<file path="src/design/lrsp_pkg.sv">
// ----------------------------------------------------------------------------
// lrsp_pkg
// Types and codes shared by the shift-reduce parser controller, datapath and
// top level.
// ----------------------------------------------------------------------------
`default_nettype none

package lrsp_pkg;

   localparam logic [2:0] OP_TOKEN       = 3'd0;
   localparam logic [2:0] OP_LOAD_ACTION = 3'd1;
   localparam logic [2:0] OP_LOAD_GOTO   = 3'd2;
   localparam logic [2:0] OP_LOAD_PROD   = 3'd3;
   localparam logic [2:0] OP_BEGIN       = 3'd4;

   localparam logic [2:0] KIND_EMPTY  = 3'd0;
   localparam logic [2:0] KIND_SHIFT  = 3'd1;
   localparam logic [2:0] KIND_REDUCE = 3'd2;
   localparam logic [2:0] KIND_ACCEPT = 3'd3;

   localparam logic [6:0] END_MARK = 7'd36;

   typedef enum logic [3:0] {
      ST_LOADED        = 4'd0,
      ST_SHIFTED       = 4'd1,
      ST_ACCEPT        = 4'd2,
      ST_NO_ACTION     = 4'd3,
      ST_BAD_PROD      = 4'd4,
      ST_NO_GOTO       = 4'd5,
      ST_STACK_EMPTY   = 4'd6,
      ST_END_UNACCEPT  = 4'd7,
      ST_UNKNOWN       = 4'd8,
      ST_OVERFLOW      = 4'd9,
      ST_REDUCE_LIMIT  = 4'd10,
      ST_IGNORED       = 4'd11
   } status_type;

   typedef enum logic [3:0] {
      S_CLEAR,
      S_IDLE,
      S_EXEC,
      S_LOOKUP,
      S_ACT_WAIT,
      S_PROD_WAIT,
      S_STACK_WAIT,
      S_GOTO_WAIT,
      S_DONE
   } fsm_type;

   typedef struct packed {
      logic [2:0] op;
      logic [5:0] state_number;
      logic [6:0] symbol;
      logic [2:0] action_kind;
      logic [5:0] target;
      logic [4:0] prod_index;
      logic [3:0] rhs_length;
      logic       is_last;
   } req_type;

   typedef struct packed {
      logic [3:0] status;
      logic [6:0] reductions;
      logic [5:0] stack_top;
      logic [6:0] stack_depth;
   } rsp_type;

   typedef struct packed {
      logic [6:0] left;
      logic [3:0] len;
   } prod_entry_type;

   typedef struct packed {
      logic       clear;
      logic       capture;
      logic       do_load;
      logic       do_begin;
      logic       act_read;
      logic       push_shift;
      logic       prod_read;
      logic       pop;
      logic       load_top;
      logic       goto_read;
      logic       push_goto;
      logic       set_end;
      logic       end_parse;
      logic       set_code;
      status_type code;
      logic       emit;
   } cmd_type;

   typedef struct packed {
      logic       clear_done;
      logic [2:0] op;
      logic       phase;
      logic       load_ok;
      logic       sp_zero;
      logic       act_in_range;
      logic [2:0] kind;
      logic       stack_full;
      logic       prod_ok;
      logic       count_max;
      logic       pop_empty;
      logic       goto_in_range;
      logic       goto_valid;
      logic       is_last;
      logic       sym_is_end;
      logic       out_free;
   } sts_type;

endpackage

`default_nettype wire

</file>
<file path="src/design/lrsp_ctrl.sv">
// ----------------------------------------------------------------------------
// lrsp_ctrl
// Sequencer of the parser: table clearing, item decode, the reduce loop of a
// token and hand-off of each result to the output register.
// ----------------------------------------------------------------------------
`default_nettype none

module lrsp_ctrl
   import lrsp_pkg::*;
(
   input  wire logic    clock,
   input  wire logic    reset,
   input  wire logic    req_valid,
   output logic         req_ready,
   input  wire sts_type sts,
   output cmd_type      cmd
);

   fsm_type state_ff;
   fsm_type state_in;

   always_ff @(posedge clock) begin
      if (reset) begin
         state_ff <= S_CLEAR;
      end else begin
         state_ff <= state_in;
      end
   end

   always_comb begin
      state_in  = state_ff;
      req_ready = 1'b0;
      cmd       = '0;
      cmd.code  = ST_IGNORED;
      unique case (state_ff)
         S_CLEAR: begin
            cmd.clear = 1'b1;
            if (sts.clear_done) state_in = S_IDLE;
         end
         S_IDLE: begin
            req_ready = 1'b1;
            if (req_valid) begin
               cmd.capture = 1'b1;
               state_in    = S_EXEC;
            end
         end
         S_EXEC: begin
            cmd.set_code = 1'b1;
            state_in     = S_DONE;
            unique case (sts.op)
               OP_TOKEN: begin
                  if (sts.phase) begin
                     cmd.set_code = 1'b0;
                     state_in     = S_LOOKUP;
                  end
               end
               OP_LOAD_ACTION, OP_LOAD_GOTO, OP_LOAD_PROD: begin
                  cmd.do_load = 1'b1;
                  cmd.code    = sts.load_ok ? ST_LOADED : ST_IGNORED;
               end
               OP_BEGIN: begin
                  cmd.do_begin = 1'b1;
                  cmd.code     = ST_LOADED;
               end
               default: cmd.code = ST_IGNORED;
            endcase
         end
         S_LOOKUP: begin
            if (sts.sp_zero) begin
               cmd.code = ST_STACK_EMPTY;
            end else if (!sts.act_in_range) begin
               cmd.code = ST_NO_ACTION;
            end else begin
               cmd.act_read = 1'b1;
            end
            if (cmd.act_read) begin
               state_in = S_ACT_WAIT;
            end else begin
               cmd.set_code  = 1'b1;
               cmd.end_parse = 1'b1;
               state_in      = S_DONE;
            end
         end
         S_ACT_WAIT: begin
            cmd.set_code  = 1'b1;
            cmd.end_parse = 1'b1;
            state_in      = S_DONE;
            case (sts.kind)
               KIND_EMPTY:  cmd.code = ST_NO_ACTION;
               KIND_ACCEPT: cmd.code = ST_ACCEPT;
               KIND_SHIFT: begin
                  if (sts.stack_full) begin
                     cmd.code = ST_OVERFLOW;
                  end else begin
                     cmd.push_shift = 1'b1;
                     if (!sts.is_last) begin
                        cmd.code      = ST_SHIFTED;
                        cmd.end_parse = 1'b0;
                     end else if (!sts.sym_is_end) begin
                        cmd.set_end   = 1'b1;
                        cmd.set_code  = 1'b0;
                        cmd.end_parse = 1'b0;
                        state_in      = S_LOOKUP;
                     end else begin
                        cmd.code = ST_END_UNACCEPT;
                     end
                  end
               end
               KIND_REDUCE: begin
                  if (!sts.prod_ok) begin
                     cmd.code = ST_BAD_PROD;
                  end else if (sts.count_max) begin
                     cmd.code = ST_REDUCE_LIMIT;
                  end else begin
                     cmd.prod_read = 1'b1;
                     cmd.set_code  = 1'b0;
                     cmd.end_parse = 1'b0;
                     state_in      = S_PROD_WAIT;
                  end
               end
               default: cmd.code = ST_UNKNOWN;
            endcase
         end
         S_PROD_WAIT: begin
            cmd.pop = 1'b1;
            if (sts.pop_empty) begin
               cmd.code      = ST_STACK_EMPTY;
               cmd.set_code  = 1'b1;
               cmd.end_parse = 1'b1;
               state_in      = S_DONE;
            end else begin
               state_in = S_STACK_WAIT;
            end
         end
         S_STACK_WAIT: begin
            cmd.load_top = 1'b1;
            if (!sts.goto_in_range) begin
               cmd.code      = ST_NO_GOTO;
               cmd.set_code  = 1'b1;
               cmd.end_parse = 1'b1;
               state_in      = S_DONE;
            end else begin
               cmd.goto_read = 1'b1;
               state_in      = S_GOTO_WAIT;
            end
         end
         S_GOTO_WAIT: begin
            if (!sts.goto_valid) begin
               cmd.code = ST_NO_GOTO;
            end else if (sts.stack_full) begin
               cmd.code = ST_OVERFLOW;
            end else begin
               cmd.push_goto = 1'b1;
            end
            if (cmd.push_goto) begin
               state_in = S_LOOKUP;
            end else begin
               cmd.set_code  = 1'b1;
               cmd.end_parse = 1'b1;
               state_in      = S_DONE;
            end
         end
         S_DONE: begin
            if (sts.out_free) begin
               cmd.emit = 1'b1;
               state_in = S_IDLE;
            end
         end
         default: state_in = S_CLEAR;
      endcase
   end

endmodule

`default_nettype wire

</file>
<file path="config.mk">
export PLATFORM = sky130hd
export DESIGN_NAME = lrsp_ctrl
export DESIGN_NICKNAME = d
export VERILOG_FILES = /design/src/design/lrsp_pkg.sv /design/src/design/lrsp_ctrl.sv
export SDC_FILE = /design/constraint.sdc
export NUM_CORES = 1
export LEC_CHECK = 0
export BUFFER_PORTS_ARGS = -buffer_cell sky130_fd_sc_hd__buf_2
export CAP_MARGIN = 20
export CORE_MARGIN = 1
export CORE_UTILIZATION = 35
export DETAILED_ROUTE_END_ITERATION = 12
export PLACE_DENSITY_LB_ADDON = 0.1
export REMOVE_ABC_BUFFERS = 1
export SLEW_MARGIN = 20
export SYNTH_ARGS = -nofsm -noshare
export SYNTH_HDL_FRONTEND = slang
export SYNTH_SLANG_ARGS = --single-unit
</file>
<file path="constraint.sdc">
create_clock -name clock -period 2.1 [get_ports clock]
set_input_delay 0.42 -clock clock [delete_from_list [all_inputs] [get_ports clock]]
set_output_delay 0.42 -clock clock [all_outputs]
set_load 0.01 [all_outputs]
</file>
-- Word-level counts from Yosys, hierarchy flattened
Cells that the tools add are included.
- word-level logic and storage cells: 95
- RAM bits: 0
- flip-flop bits (word level): 4
- latch bits: 0
- ROM bits: 0
- memories kept: 0
- reduce and logical (&&, ||, !) cells: 5
- $add $sub $neg: 0
- multiplexer cells: 71
- equal/unequal tests: 18
- order comparisons: 0
- multipliers: 0
- divide/modulo/power cells: 0
- bitwise logic cells: 0
- shifts and indexed selects: 0
- operators by type and width (kind ; count):
    4-bit 2-to-1 mux ; 22
    4-bit case mux with 9 select lines ; 1
    1-bit 2-to-1 mux ; 30
    5-bit case mux with 6 select lines ; 1
    4-bit by 3-bit == test with 1-bit output, second input constant ; 4
    2-bit 2-to-1 mux ; 8
    4-bit case mux with 2 select lines ; 2
    4-bit case mux with 4 select lines ; 1
    3-bit by 2-bit == test with 1-bit output, second input constant ; 4
    6-bit 2-to-1 mux ; 2
    4-bit by 2-bit == test with 1-bit output, second input constant ; 2
    3-bit by 1-bit == test with 1-bit output, second input constant ; 2
    3-bit logical NOT ; 2
    3-bit 2-to-1 mux ; 2
    2-bit inequality test, second input constant ; 3
    1-bit case mux with 5 select lines ; 1
    4-bit by 1-bit == test with 1-bit output, second input constant ; 1
    4-bit == test, second input constant ; 1
    4-bit logical NOT ; 1
    2-bit case mux with 2 select lines ; 1
    3-bit == test, second input constant ; 1
    3-bit AND reduction ; 1
    3-bit OR reduction ; 1

-- Logic depth before layout (Yosys ltp)
- word-level depth: 5
- gate-level depth with buffers: 6

-- Worst setup path after synthesis
Ideal clock, no wire load.
- kind: reg2out
- start point: reg state_ff[0]
- end point: out cmd[1] in the netlist's numbering
- required time: 1.680 ns
- path buffers: 2
- arrival time: 1.590 ns
- stages on the path, launching flop included: 7
- path slack: 0.090 ns
- cells stage by stage: dfxtp_1 buf_6 or4b_4 buf_6 nor4_4 inv_2 o2111ai_1
- RTL lines (what ; line ; source):
    start: declaration ; lrsp_ctrl.sv:19 ; fsm_type state_ff;
    start signal: assignment ; lrsp_ctrl.sv:26 ; state_ff <= state_in;
    end: declaration ; lrsp_ctrl.sv:16 ; output cmd_type cmd

==> flow_metrics.tcl <==
set metrics [dict create \
    outcome "finished with violations" \
    failed_checks "setup timing" \
    drt_wl_total_um 2760 \
    synth_edf_count 0 \
    ys_ff_latch 4 \
    track_usage_pct 23.3 \
    p_sw_uw 387 \
    setup_slack_ns -0.120 \
    dieWidth_um 47.5 \
    synth_seq_area_share_pct 11.1 \
    vias 1114 \
    globalplace.congestion 0.857 \
    synth_top_area_share_pct 11.1 \
    start_util_pct 36.9 \
    p_leak_uw 0.000577 \
    diodes 0 \
    first_pass_iters 4 \
    fin_crit_ns 2.22 \
    layout.cells.non_filler 193 \
    dp_cells 180 \
    start_kind "flip-flop" \
    placed_area_um2 1040 \
    synth.distinct_cells 44 \
    clk_latency_ns 0.23 \
    ys_warn_count 0 \
    netlist_top_cells_area "dfxtp_1 11%, nand2b_1 6.9%, nor2_1 6.2%" \
    relSlewSlack_pct 67.1 \
    internal_power_uw 537 \
    cts-root-buf "clkbuf_4" \
    numPortBuffers 42 \
    drc_errors 0 \
    fp-row-count 16 \
    synth_top_cell_by_area "dfxtp_1" \
    netlist_area_um2 724 \
    cp.required_ns 1.68 \
    routed_via_density 5.77 \
    p_seq_share_pct 15.1 \
    power_density_nw_per_um2 711 \
    maxCapViolations 0 \
    critPathMaxFanout 5 \
    coreArea_um2 1960 \
    timing.final.max_slew_violations 0 \
    largest_register_ff_count 4 \
    clockBufferDepth 2 \
    final_cell_mix "40 x buf_2, 20 x buf_4, 10 x nor2_1" \
    clk_pin_slew_ns 0.04 \
    synth-main-ff-cell "dfxtp_1" \
    ir_worst_vdd_mv 0.543 \
    fill_cells 189 \
    wl_per_cell_um 14.3 \
    grt_max_degree 15 \
    max_slew.worst_pin.slew_ns 0.487 \
    max_freq_ghz 0.450 \
    p_clk_share_pct 10.2 \
    hold_class "primary input to flip-flop" \
    htree_levels 1 \
    syn_to_final_growth_pct 79.3 \
    die_area_um2 2260 \
    die_y_um 47.5 \
    hold_violations 0 \
    numCtsBuffers 3 \
    path_class "flip-flop to output port" \
    first_global_vias 916 \
    design_area_um2 1300 \
    avgSynthCellArea_um2 7.10 \
    cp-end-kind "output port" \
    grt_overflow_total 0 \
    p_total_uw 923 \
    drt_iter0_drc 25 \
    cts_hold_buf 0 \
    async_reset_ff_share_pct 0 \
    layout_commonest_cell "buf_2" \
    cts_tree "built" \
    fin_crit_sh_pct 106 \
    preCtsSetupSlack_ns 0.0168 \
    rsz0062_at_grt "yes" \
    largestRegisters "state_ff x4" \
    route.antenna.remaining_nets 0 \
    regMostFlops "state_ff" \
    swShare_pct 41.9 \
    cts.sink_count 4 \
    synth_cells 102 \
    finalSetupViolCount 7 \
    ioPinCount 43 \
    holdWs_ns 0.397 \
    fin_skew_ns 0.00189 \
    grt_pass1_wl_um 3810 \
    drive_gt1_share_pct 61.4 \
    antenna_found_initial 0 \
    combPwrFrac_pct 74.7 \
    dp_hpwl_um 1920 \
    nets 191 \
    cp.arrival_ns 1.80 \
]
[power by group through the flow]
stage          clock network, uW  logic (uW)  registers, uW
3_5_place_dp                   0         485            127
3_3_place_gp                   0         479            125
5_1_grt                      101         752            141
2_1_floorplan                  0         248            149
6_report                    94.5         690            139
4_1_cts                     97.2         632            134
[layout make-up]
cell class / instances / area (um^2) / area share [%]
inverter: 4 / 15.0 / 1.16
sequential: 4 / 90.1 / 6.94
timing repair buffer: 67 / 437 / 33.6
multi-input combinational: 88 / 701 / 53.9
clock buffer: 3 / 22.5 / 1.73
tap: 27 / 33.8 / 2.60
[layer usage]
layer | global-route usage (%) | part of all wire, % | up-vias
li1 | - | - | 523
met1 | 30.5 | 43 | 538
met2 | 38.6 | 49 | 49
met3 | 5.66 | 6.2 | 4
met4 | 5.71 | 1.5 | 0
met5 | 0 | 0 | -
[synthesized netlist by cell type, types with 2 or more instances]
master	n
and2_1	2
nor2_1	12
or4b_1	2
nand2_1	5
nand3b_1	3
dfxtp_1	4
o22ai_1	2
a211oi_1	2
buf_6	2
inv_1	3
a21oi_1	6
nor2b_1	4
nand2b_1	8
o31ai_1	4
a31oi_1	3
or4b_2	3
nor4_1	2
clkbuf_1	3
nor3_1	7
[what timing repair did]
item	4_1_cts	5_1_grt
gates resized for setup	24	16
setup endpoints to repair	11	10
pin swaps	4	2
buffers inserted	9	1
[per-stage QoR]
step                      utilization [%]  setup TNS [ns]
after global routing                 66.2          -0.908
final                                66.2          -0.412
after CTS                            61.7          -0.375
after global placement               53.1               0
after detailed placement             53.1               0
after floorplan                         -               0
[worst max-delay path: stages (launching register included)]
cell     delay (ns)
dfxtp_4        0.35
or4b_4         0.60
buf_4          0.17
buf_6          0.11
o31ai_4        0.16
buf_2          0.18
[logic make-up after synthesis]
kind of cell	share of synthesized area [%]
buf+inv	7.42
compound gates	28.5
flops	11.1
simple gates	53.0
[final timing paths]
check / start / to / slack, ns / cells after the start
max: state_ff[0] / cmd[3] / -0.12 / 5
min: reset / state_ff[2] / 0.40 / 2
max reg2reg: state_ff[3] / state_ff[1] / 0.08 / 12
min reg2reg: state_ff[3] / state_ff[3] / 0.74 / 3
No activity file was read; power rests on OpenSTA's default activity.
